## config.mk

```make
export PLATFORM = sky130hd
export DESIGN_NAME = roulette_wheel_selection_unit
export DESIGN_NICKNAME = d
export VERILOG_FILES = /design/src/rtl/rws_pkg.sv /design/src/rtl/rws_mod_unit.sv /design/src/rtl/rws_cell.sv /design/src/rtl/roulette_wheel_selection_unit.sv
export SDC_FILE = /design/constraint.sdc
export NUM_CORES = 2
export LEC_CHECK = 0
export ABC_CLOCK_PERIOD_IN_PS = 7100
export BUFFER_PORTS_ARGS = -buffer_cell sky130_fd_sc_hd__buf_2
export CAP_MARGIN = 10
export CORE_ASPECT_RATIO = 1.4
export CORE_UTILIZATION = 69
export DETAILED_ROUTE_END_ITERATION = 12
export GPL_ROUTABILITY_DRIVEN = 0
export PLACE_DENSITY_LB_ADDON = 0.15
export SLEW_MARGIN = 15
export SYNTH_ARGS = -nofsm -noshare
export SYNTH_HDL_FRONTEND = slang
export SYNTH_HIERARCHICAL = 1
export SYNTH_SLANG_ARGS = --single-unit
```

## constraint.sdc

```tcl
create_clock -name clk_i -period 7.1 [get_ports clk_i]
set_input_delay 0.355 -clock clk_i [delete_from_list [all_inputs] [get_ports clk_i]]
set_output_delay 0.355 -clock clk_i [all_outputs]
set_load 0.005 [all_outputs]
```

## src/rtl/rws_pkg.sv

```systemverilog
// ----------------------------------------------------------------------------
// rws_pkg: shared types and constants for the roulette wheel selection unit
// Item layouts, opcodes and field widths used by the cells and the top level.
// ----------------------------------------------------------------------------
package rws_pkg;

  localparam int PopSizeDef = 16;  // default population size
  localparam int MemW       = 4;   // member_index width
  localparam int FitW       = 16;  // fitness score width
  localparam int RndW       = 31;  // random word width
  localparam int SelW       = 4;   // selected_index width

  typedef enum logic [0:0] {
    OP_WRITE  = 1'b0,
    OP_SELECT = 1'b1
  } rws_op_e;

  typedef struct packed {
    rws_op_e           opcode;
    logic [MemW-1:0]   member_index;
    logic [FitW-1:0]   fitness_value;
    logic [RndW-1:0]   random_word;
  } rws_in_t;

  typedef struct packed {
    logic [SelW-1:0] selected_index;
    logic            sum_zero_error;
  } rws_out_t;

  // Control half of the token that walks the cell chain
  typedef struct packed {
    logic valid;  // token present in this stage
    logic found;  // a cell upstream already claimed the selection
  } rws_tok_ctl_t;

endpackage

```

## src/rtl/rws_mod_unit.sv

```systemverilog
// ----------------------------------------------------------------------------
// rws_mod_unit: bit-serial remainder unit
// Restoring division of the random word by the fitness sum, one bit a cycle.
// ----------------------------------------------------------------------------
module rws_mod_unit import rws_pkg::*; #(
  parameter int SumW = FitW + $clog2(PopSizeDef)
) (
  input  logic            clk_i,
  input  logic            rst_ni,
  input  logic            start_i,
  input  logic [RndW-1:0] dividend_i,
  input  logic [SumW-1:0] divisor_i,
  output logic            done_o,
  output logic [SumW-1:0] rem_o
);

  localparam int CntW = $clog2(RndW);

  logic            busy_q, busy_d;
  logic            done_q, done_d;
  logic [CntW-1:0] cnt_q, cnt_d;
  logic [RndW-1:0] dvd_q;
  logic [SumW-1:0] dvs_q;
  logic [SumW-1:0] rem_q;
  logic [SumW:0]   trial;
  logic            ge;
  logic [SumW-1:0] rem_step;

  // trial stays below twice the divisor, so one compare and subtract is enough
  assign trial    = {rem_q, dvd_q[RndW-1]};
  assign ge       = trial >= {1'b0, dvs_q};
  assign rem_step = ge ? SumW'(trial - {1'b0, dvs_q}) : SumW'(trial);

  always_comb begin
    busy_d = busy_q;
    done_d = 1'b0;
    cnt_d  = cnt_q;
    if (start_i) begin
      busy_d = 1'b1;
      cnt_d  = CntW'(RndW - 1);
    end else if (busy_q) begin
      cnt_d = cnt_q - 1'b1;
      if (cnt_q == '0) begin
        busy_d = 1'b0;
        done_d = 1'b1;
      end
    end
  end

  always_ff @(posedge clk_i or negedge rst_ni) begin
    if (!rst_ni) begin
      busy_q <= 1'b0;
      done_q <= 1'b0;
      cnt_q  <= '0;
    end else begin
      busy_q <= busy_d;
      done_q <= done_d;
      cnt_q  <= cnt_d;
    end
  end

  always_ff @(posedge clk_i) begin
    if (start_i) begin
      dvd_q <= dividend_i;
      dvs_q <= divisor_i;
      rem_q <= '0;
    end else if (busy_q) begin
      dvd_q <= {dvd_q[RndW-2:0], 1'b0};
      rem_q <= rem_step;
    end
  end

  assign done_o = done_q;
  assign rem_o  = rem_q;

endmodule

```

## src/rtl/rws_cell.sv

```systemverilog
// ----------------------------------------------------------------------------
// rws_cell: one population member of the selection chain
// Holds the member's fitness and passes the walking token to the next cell.
// ----------------------------------------------------------------------------
module rws_cell import rws_pkg::*; #(
  parameter int IdxW     = $clog2(PopSizeDef),
  parameter int SumW     = FitW + $clog2(PopSizeDef),
  parameter int CELL_IDX = 0
) (
  input  logic          clk_i,
  input  logic          rst_ni,
  // fitness write, broadcast to every cell
  input  logic          wr_en_i,
  input  logic [MemW-1:0] wr_idx_i,
  input  logic [FitW-1:0] wr_value_i,
  output logic [FitW-1:0] fitness_o,
  // token from the previous cell
  input  rws_tok_ctl_t  tok_ctl_i,
  input  logic [IdxW-1:0] tok_idx_i,
  input  logic [SumW-1:0] tok_rem_i,
  // token to the next cell
  output rws_tok_ctl_t  tok_ctl_o,
  output logic [IdxW-1:0] tok_idx_o,
  output logic [SumW-1:0] tok_rem_o
);

  logic [FitW-1:0] fit_q;
  rws_tok_ctl_t    ctl_q;
  logic [IdxW-1:0] idx_q;
  logic [SumW-1:0] rem_q;
  logic            hit;
  logic            wr_match;

  assign wr_match = wr_en_i && (int'(wr_idx_i) == CELL_IDX);
  assign hit      = tok_ctl_i.valid && !tok_ctl_i.found && (tok_rem_i < SumW'(fit_q));

  always_ff @(posedge clk_i or negedge rst_ni) begin
    if (!rst_ni) begin
      fit_q <= '0;
      ctl_q <= '0;
    end else begin
      if (wr_match) begin
        fit_q <= wr_value_i;
      end
      ctl_q.valid <= tok_ctl_i.valid;
      ctl_q.found <= tok_ctl_i.found || hit;
    end
  end

  always_ff @(posedge clk_i) begin
    idx_q <= hit ? IdxW'(CELL_IDX) : tok_idx_i;
    // remainder only shrinks while the walk is still looking
    if (tok_ctl_i.found || hit) begin
      rem_q <= tok_rem_i;
    end else begin
      rem_q <= tok_rem_i - SumW'(fit_q);
    end
  end

  assign fitness_o = fit_q;
  assign tok_ctl_o = ctl_q;
  assign tok_idx_o = idx_q;
  assign tok_rem_o = rem_q;

endmodule

```

## src/rtl/roulette_wheel_selection_unit.sv

```systemverilog
// ----------------------------------------------------------------------------
// roulette_wheel_selection_unit: fitness-proportionate member selection
// Fitness table held in a chain of cells, remainder by a bit-serial unit.
// ----------------------------------------------------------------------------
// Usage
//   Input channel (in_valid_i / in_ready_o / in_item_i) takes one item at a
//   time. A write item (opcode OP_WRITE) stores a member's fitness and updates
//   the running sum in its accept cycle; it gives no result. Writes to members
//   at or beyond POP_SIZE are dropped.
//   A select item gives one result on the output channel (out_valid_o /
//   out_ready_i / out_item_o): the chosen member, or index 0 with
//   sum_zero_error set when every fitness is zero.
//   Timing: a select passes through the remainder unit (one quotient bit
//   a cycle), the token's trip down the cell chain, the hold stage and the
//   output register, in that order, before out_valid_o rises. With a ready
//   receiver the input reopens in the cycle out_valid_o rises; no new item
//   is taken while a select is in progress. A zero sum skips the remainder
//   unit and the chain and goes straight to the hold stage; a write is ready
//   again on the next cycle.
//   Reset clears the fitness table and the sum; no clearing pass is needed.
//   The output register lets a new item enter while a result waits; if the
//   receiver stalls, the next result sits in the hold stage and input stays
//   closed until the output register frees.
// ----------------------------------------------------------------------------
module roulette_wheel_selection_unit import rws_pkg::*; #(
  parameter int POP_SIZE = PopSizeDef
) (
  input  logic     clk_i,
  input  logic     rst_ni,
  input  logic     in_valid_i,
  output logic     in_ready_o,
  input  rws_in_t  in_item_i,
  output logic     out_valid_o,
  input  logic     out_ready_i,
  output rws_out_t out_item_o
);

  localparam int IdxW = $clog2(POP_SIZE);
  localparam int SumW = FitW + $clog2(POP_SIZE);

  // sequencer states
  localparam logic [1:0] S_IDLE = 2'd0;
  localparam logic [1:0] S_MOD  = 2'd1;
  localparam logic [1:0] S_WALK = 2'd2;
  localparam logic [1:0] S_HOLD = 2'd3;

  logic [1:0]      state_q, state_d;
  logic [SumW-1:0] sum_q, sum_d;
  rws_out_t        res_q, res_d;
  logic            out_valid_q, out_valid_d;
  rws_out_t        out_item_q;

  logic            in_acc;
  logic            wr_acc;
  logic            sel_acc;
  logic            wr_ok;
  logic [FitW-1:0] old_fit;
  logic            mod_start;
  logic            mod_done;
  logic [SumW-1:0] mod_rem;
  logic            out_load;
  logic [IdxW-1:0] end_idx;

  logic [FitW-1:0] fit_w [POP_SIZE];
  rws_tok_ctl_t    tok_ctl [POP_SIZE+1];
  logic [IdxW-1:0] tok_idx [POP_SIZE+1];
  logic [SumW-1:0] tok_rem [POP_SIZE+1];
  logic [POP_SIZE-1:0] tok_live;

  assign in_ready_o = (state_q == S_IDLE);
  assign in_acc     = in_valid_i && in_ready_o;
  assign wr_acc     = in_acc && (in_item_i.opcode == OP_WRITE);
  assign sel_acc    = in_acc && (in_item_i.opcode == OP_SELECT);

  // -- running sum: old entry out, new entry in, in the accept cycle
  assign wr_ok   = int'(in_item_i.member_index) < POP_SIZE;
  assign old_fit = wr_ok ? fit_w[IdxW'(in_item_i.member_index)] : '0;

  always_comb begin
    sum_d = sum_q;
    if (wr_acc && wr_ok) begin
      sum_d = sum_q - SumW'(old_fit) + SumW'(in_item_i.fitness_value);
    end
  end

  // -- remainder unit
  assign mod_start = sel_acc && (sum_q != '0);

  rws_mod_unit #(
    .SumW (SumW)
  ) u_mod (
    .clk_i      (clk_i),
    .rst_ni     (rst_ni),
    .start_i    (mod_start),
    .dividend_i (in_item_i.random_word),
    .divisor_i  (sum_q),
    .done_o     (mod_done),
    .rem_o      (mod_rem)
  );

  // -- cell chain: the token enters cell 0 as the remainder comes out
  assign tok_ctl[0].valid = mod_done;
  assign tok_ctl[0].found = 1'b0;
  assign tok_idx[0]       = '0;
  assign tok_rem[0]       = mod_rem;

  for (genvar g = 0; g < POP_SIZE; g++) begin : g_cell
    rws_cell #(
      .IdxW     (IdxW),
      .SumW     (SumW),
      .CELL_IDX (g)
    ) u_cell (
      .clk_i      (clk_i),
      .rst_ni     (rst_ni),
      .wr_en_i    (wr_acc),
      .wr_idx_i   (in_item_i.member_index),
      .wr_value_i (in_item_i.fitness_value),
      .fitness_o  (fit_w[g]),
      .tok_ctl_i  (tok_ctl[g]),
      .tok_idx_i  (tok_idx[g]),
      .tok_rem_i  (tok_rem[g]),
      .tok_ctl_o  (tok_ctl[g+1]),
      .tok_idx_o  (tok_idx[g+1]),
      .tok_rem_o  (tok_rem[g+1])
    );
    assign tok_live[g] = tok_ctl[g+1].valid;
  end

  // walk running off the end clamps to the last member
  assign end_idx = tok_ctl[POP_SIZE].found ? tok_idx[POP_SIZE] : IdxW'(POP_SIZE - 1);

  // -- sequencer
  assign out_load = (state_q == S_HOLD) && (!out_valid_q || out_ready_i);

  always_comb begin
    state_d = state_q;
    res_d   = res_q;
    unique case (state_q)
      S_IDLE: begin
        if (sel_acc) begin
          if (sum_q == '0) begin
            res_d.selected_index = '0;
            res_d.sum_zero_error = 1'b1;
            state_d              = S_HOLD;
          end else begin
            state_d = S_MOD;
          end
        end
      end
      S_MOD: begin
        if (mod_done) begin
          state_d = S_WALK;
        end
      end
      S_WALK: begin
        if (tok_ctl[POP_SIZE].valid) begin
          res_d.selected_index = SelW'(end_idx);
          res_d.sum_zero_error = 1'b0;
          state_d              = S_HOLD;
        end
      end
      S_HOLD: begin
        if (out_load) begin
          state_d = S_IDLE;
        end
      end
      default: state_d = S_IDLE;
    endcase
  end

  // -- output register
  always_comb begin
    out_valid_d = out_valid_q;
    if (out_load) begin
      out_valid_d = 1'b1;
    end else if (out_ready_i) begin
      out_valid_d = 1'b0;
    end
  end

  always_ff @(posedge clk_i or negedge rst_ni) begin
    if (!rst_ni) begin
      state_q     <= S_IDLE;
      sum_q       <= '0;
      out_valid_q <= 1'b0;
    end else begin
      state_q     <= state_d;
      sum_q       <= sum_d;
      out_valid_q <= out_valid_d;
    end
  end

  always_ff @(posedge clk_i) begin
    res_q <= res_d;
    if (out_load) begin
      out_item_q <= res_q;
    end
  end

  assign out_valid_o = out_valid_q;
  assign out_item_o  = out_item_q;

  // -- checks
  a_one_token: assert property (@(posedge clk_i) disable iff (!rst_ni)
    $onehot0(tok_live))
    else $error("more than one token in the cell chain");

  a_sum_hold: assert property (@(posedge clk_i) disable iff (!rst_ni)
    !wr_acc |=> $stable(sum_q))
    else $error("fitness sum changed without a write item");

  a_mod_done_state: assert property (@(posedge clk_i) disable iff (!rst_ni)
    mod_done |-> (state_q == S_MOD))
    else $error("remainder finished outside the remainder phase");

  a_zero_err_idx: assert property (@(posedge clk_i) disable iff (!rst_ni)
    (out_valid_o && out_item_o.sum_zero_error) |-> (out_item_o.selected_index == '0))
    else $error("zero-sum result carries a non-zero index");

endmodule

```

# After elaboration in Yosys (flattened, before gate mapping)

Index checks and enable logic that the tools add are counted.
Widths: inputs -> output; s select.

Equality and inequality tests: 23
$add $sub $neg: 19
Reduce and logical (&&, ||, !) cells: 94
Mux-type cells: 42
Bitwise logic cells: 2
Order comparisons: 18

Operators by type and width:

| operator           | number |
|---|---|
| $lt 20x16->1       | 16 |
| $mux 20            | 16 |
| $sub 20x16->20     | 16 |
| $bmux 16 s4        | 1 |
| $mux 31            | 2 |
| $logic_and 1x1->1  | 52 |
| $eq 4x4->1 const B | 8 |
| $mux 16            | 2 |
| $mux 5             | 5 |
| $ge 21x20->1       | 1 |
| $add 20x16->20     | 1 |
| $logic_not 20->1   | 1 |
| $reduce_bool 20->1 | 1 |
| $sub 20x20->20     | 1 |
| $eq 4x3->1 const B | 4 |
| $logic_not 1->1    | 16 |
| $logic_or 1x1->1   | 16 |
| $mux 2             | 5 |
| $pmux 5 s2         | 1 |
| $eq 4x2->1 const B | 2 |
| $mux 1             | 8 |
| $ne 2x1->1 const B | 4 |
| $pmux 2 s4         | 1 |
| $reduce_and 4->1   | 2 |
| 13 further kinds   | 16 |

Bits in registers: 748
Output and inout port bits: 7
Input port bits: 56
Word-level logic and storage cells: 289

# Depth between registers and ports, before layout

Depth after elaboration: 6
Gate-level depth with buffers: 14
Mapped depth without buffers: 12

# By module

The synthesis kept the hierarchy.

Modules (own cells, without submodules):

| module                            | times used | cells an instance | area an instance (µm²) | seq. area each (µm²) |
|---|---|---|---|---|
| rws_cell at g_cell[0].u_cell ...  | 3          | 259               | 2421.1                 | 930.9 |
| rws_cell at g_cell[5].u_cell ...  | 3          | 261               | 2306.0                 | 930.9 |
| roulette_wheel_selection_unit     | 1          | 452               | 4850.9                 | 875.8 |
| rws_cell at g_cell[13].u_cell ... | 2          | 259               | 2418.6                 | 930.9 |
| rws_cell at g_cell[1].u_cell ...  | 2          | 261               | 2307.2                 | 930.9 |
| rws_cell at g_cell[4].u_cell ...  | 2          | 261               | 2303.5                 | 930.9 |
| rws_mod_unit                      | 1          | 360               | 4159.0                 | 2107.0 |
| rws_cell at g_cell[11].u_cell     | 1          | 242               | 2451.1                 | 930.9 |
| rws_cell at g_cell[7].u_cell      | 1          | 244               | 2336.0                 | 930.9 |
| rws_cell at g_cell[15].u_cell     | 1          | 244               | 2334.7                 | 930.9 |
| rws_cell at g_cell[3].u_cell      | 1          | 244               | 2333.5                 | 930.9 |

# Worst setup path before layout

OpenSTA, ideal clock, no wires.

Path kind: input to register
Start point: in in_item_i[47] (netlist name)
End point: reg sum_q[18]
Data arrival time: 4.078 ns
Buffers on the path: 2
Required time: 7.013 ns
Cell stages on the path: 13
Path slack: 2.936 ns
Setup time: 0.087 ns
Path through: buf_2 > buf_2 > mux4_2 > mux4_2 > fa_1 > inv_1 > fa_1 > a21o_1 > a2111o_1 > nand4_2 > a211oi_2 > o311a_1 > a211oi_2

Longest elaborated chain between the ends: 6

RTL lines:

| what                                       | line                                 | RTL |
|---|---|---|
| start, declared                            | roulette_wheel_selection_unit.sv:32  | `input rws_in_t in_item_i,` |
| $not 4->5 (not written as such)            | roulette_wheel_selection_unit.sv:77  | `assign old_fit = wr_ok ? fit_w[IdxW'(in_item_i.member_index)] : '0;` |
| $bmux 16 s4                                | roulette_wheel_selection_unit.sv:77  |  |
| $mux 16 (not written as such) (2 in a row) | roulette_wheel_selection_unit.sv:77  |  |
| $sub 20x16->20                             | roulette_wheel_selection_unit.sv:82  | `sum_d = sum_q - SumW'(old_fit) + SumW'(in_item_i.fitness_value);` |
| $add 20x16->20                             | roulette_wheel_selection_unit.sv:82  |  |
| end signal, assigned                       | roulette_wheel_selection_unit.sv:188 | `sum_q <= sum_d;` |
| end, declared                              | roulette_wheel_selection_unit.sv:48  | `logic [SumW-1:0] sum_q, sum_d;` |

No other way between the ends. The select of a mux whose other input is x is not followed.
A chain may end at the register's enable or synchronous reset.

# Worst setup path after layout

Start point: in in_item_i[47] (netlist name)
End point: reg sum_q[12]

Same word-level chain as after synthesis.

==> metrics.txt <==
status complete, no violations; Req. time, crit path between 7 and 8 ns; Max Cap Viol 0; worst-path fanout max 62; Leak Pwr between 0.02 and 0.025 uW; Mean Syn Cell Area about 9.6 sq um; Die ar. roughly 0.067 sq mm; period utilization 0.645; CP max stage delay around 0.75 ns; combinational share of power 0.297; CP Buf/Inv Count 3; Synth Instances around 4.8k; pwr/cell area ~280 mW/mm^2; final hold vios 0; wire length of the first global-routing pass 199,000 um; max-slew violation count 0; post-route ant nets 0; CTS Buf Count 76; Power Internal ~9400 uW; clk sink count roughly 760; Detailed Route Iter0 Violations around 3.1k; sw frac 0.326; R2R cell count 11; P&R area growth vs syn 8.24%; initial antenna violation count 9; CTS tree done; Post-Place Cells 5,593; Clock Latency Late Sink between 0.6 and 0.7 ns; number of global-route vias before repair roughly 36k; Flop pwr share 0.398; Hold Crit Depth 2; worst-margin pin slew approximately 1.2 ns; Net Sw Power between 4000 and 5000 uW; largest net degree at the start of global routing between 100 and 150; GRT Overall Usage 0.388; net count reported at finish between 5k and 6k; clock power share 0.304; RSZ-0062 raised after global routing false; final setup fails 0; wire length per cell around 23 um; via count around 37k; io pins between 60 and 70; Via density about 6.4; Syn Std Cell Area ~0.046 sq mm; Initial Utilization 0.697; Post-CTS Hold Buffers 2; first drt pass iteration count 6; crit-path cells buf_4, buf_4, mux4_2, mux4_2, fa_1, inv_1, fa_1, a21o_1, a2111o_1, and3_2, a21oi_1, xor2_1, o21ai_0; Clock transition at path regs 0.07 ns; Sum Neg Setup Slack 0 ns; startpoint types input pin; CP Capture Type register; placement row count 111; Slew HR 0.225; Die Y between 300 and 400 um; Congestion Overflow GR 0; PostCTS Resize Cnt 0; CP Class input pin to register; Tmin final about 4.6 ns; layout cells sized above 1 0.136; Root Buffer clkbuf_16; count of input and output buffers a little over 60; Worst path depth 13; Worst path slowest cell buf_4; hold crit path type input pin to register; commonest non-fill, non-tap cell in the layout nand2_1; core region area 0.0654 sq mm; non-filler cells, final 5,741; H-Tree Depth 3; maximum VDD drop between 0.2 and 0.3 mV; Max Root-Sink Buffers 3; critical path data arrival time just over 5 ns; fmax between 200 and 250 MHz; commonest non-fill, non-tap cells in the layout 552 x nand2_1, 459 x o21ai_0, 440 x inv_1, 384 x dfxtp_1, 318 x dfrtp_1; Die Wd between 200 and 250 um; Crit path max-delay family buffers and inverters; post-DP HPWL 96,100 um; # DRC 0; Final Skew approximately 0.021 ns; Post CTS Setup Buffer Count 0; final WL around 130,000 um; Synth Warn # 6
## layer usage
| layer | GRT usage | vias up | part of all wire |
|---|---|---|---|
| met5 | 0 | - | 0.00054 |
| met3 | 0.0683 | 473 | 0.074 |
| met2 | 0.639 | 1575 | 0.47 |
| li1 | - | 17000 | - |
| met1 | 0.457 | 17500 | 0.37 |
| met4 | 0.273 | 10 | 0.079 |
## final cells by class
type / instances / area, sq um
Multi-Input combinational cell: 3449 / 25900
Clock inverter: 34 / 373
Clock buffer: 106 / 2250
Tap cell: 847 / 1060
Antenna cell: 2 / 5.00
Inverter: 447 / 1680
Fill cell: 4589 / 16100
Sequential cell: 763 / 17500
Timing Repair Buffer: 93 / 592
## worst paths after layout
| check | start | to | slack (ns) |
|---|---|---|---|
| worst max register to register | g_cell[15].u_cell/fitness_o[1]$_DFFE_PN0P_ | sum_q[12]$_DFFE_PN0P_ | 3.03 |
| worst max-delay path | in_item_i[47] | sum_q[12]$_DFFE_PN0P_ | 2.52 |
| worst min register to register | g_cell[13].u_cell/tok_ctl_o[1]$_DFF_PN0_ | g_cell[14].u_cell/tok_ctl_o[1]$_DFF_PN0_ | 0.38 |
| max in group asynchronous | rst_ni | g_cell[1].u_cell/fitness_o[15]$_DFFE_PN0P_ | 5.19 |
| worst min-delay path | in_item_i[14] | u_mod/dvd_q[14]$_DFFE_PP_ | 0.03 |
| min in group asynchronous | rst_ni | g_cell[5].u_cell/tok_ctl_o[1]$_DFF_PN0_ | 0.36 |
## registers in the layout (all words and copies together), names as in the netlist
name                     flops
g_cell.u_cell/tok_rem_o    300
u_mod/dvs_q                 20
u_mod/dvd_q                 31
u_mod/rem_o                 20
g_cell.u_cell/fitness_o    256
out_item_o                   5
u_mod/done_o                 1
g_cell.u_cell/tok_idx_o     64
u_mod/cnt_q                  5
g_cell.u_cell/tok_ctl_o     32
res_q                        5
u_mod/busy_q                 1
state_q                      2
out_valid_o                  1
sum_q                       20
## power by group through the flow
| stage | Combinational (uW) | Sequential [uW] | Clock [uW] |
|---|---|---|---|
| finish | 4130 | 5530 | 4230 |
| global route | 4530 | 5580 | 4430 |
| global placement | 3930 | 5580 | 0 |
| floorplan | 3270 | 5390 | 0 |
| detailed placement | 4030 | 5590 | 0 |
| CTS | 4070 | 5510 | 4260 |
## stage by stage
step | power [uW] | hold WS, ns | setup WS (ns) | instance area (sq um) | utilization
2_1_floorplan | 8660 | 0.0594 | 2.94 | 45600 | -
3_5_place_dp | 9610 | 0.368 | 1.89 | 46700 | 0.713
6_report | 13900 | 0.0263 | 2.52 | 49300 | 0.754
5_1_grt | 14500 | 0.0275 | 2.25 | 49300 | 0.754
3_3_place_gp | 9510 | 0.367 | 1.99 | 46700 | 0.713
4_1_cts | 13800 | 0.00462 | 2.53 | 49300 | 0.754
No activity file was read; power rests on OpenSTA's default activity.
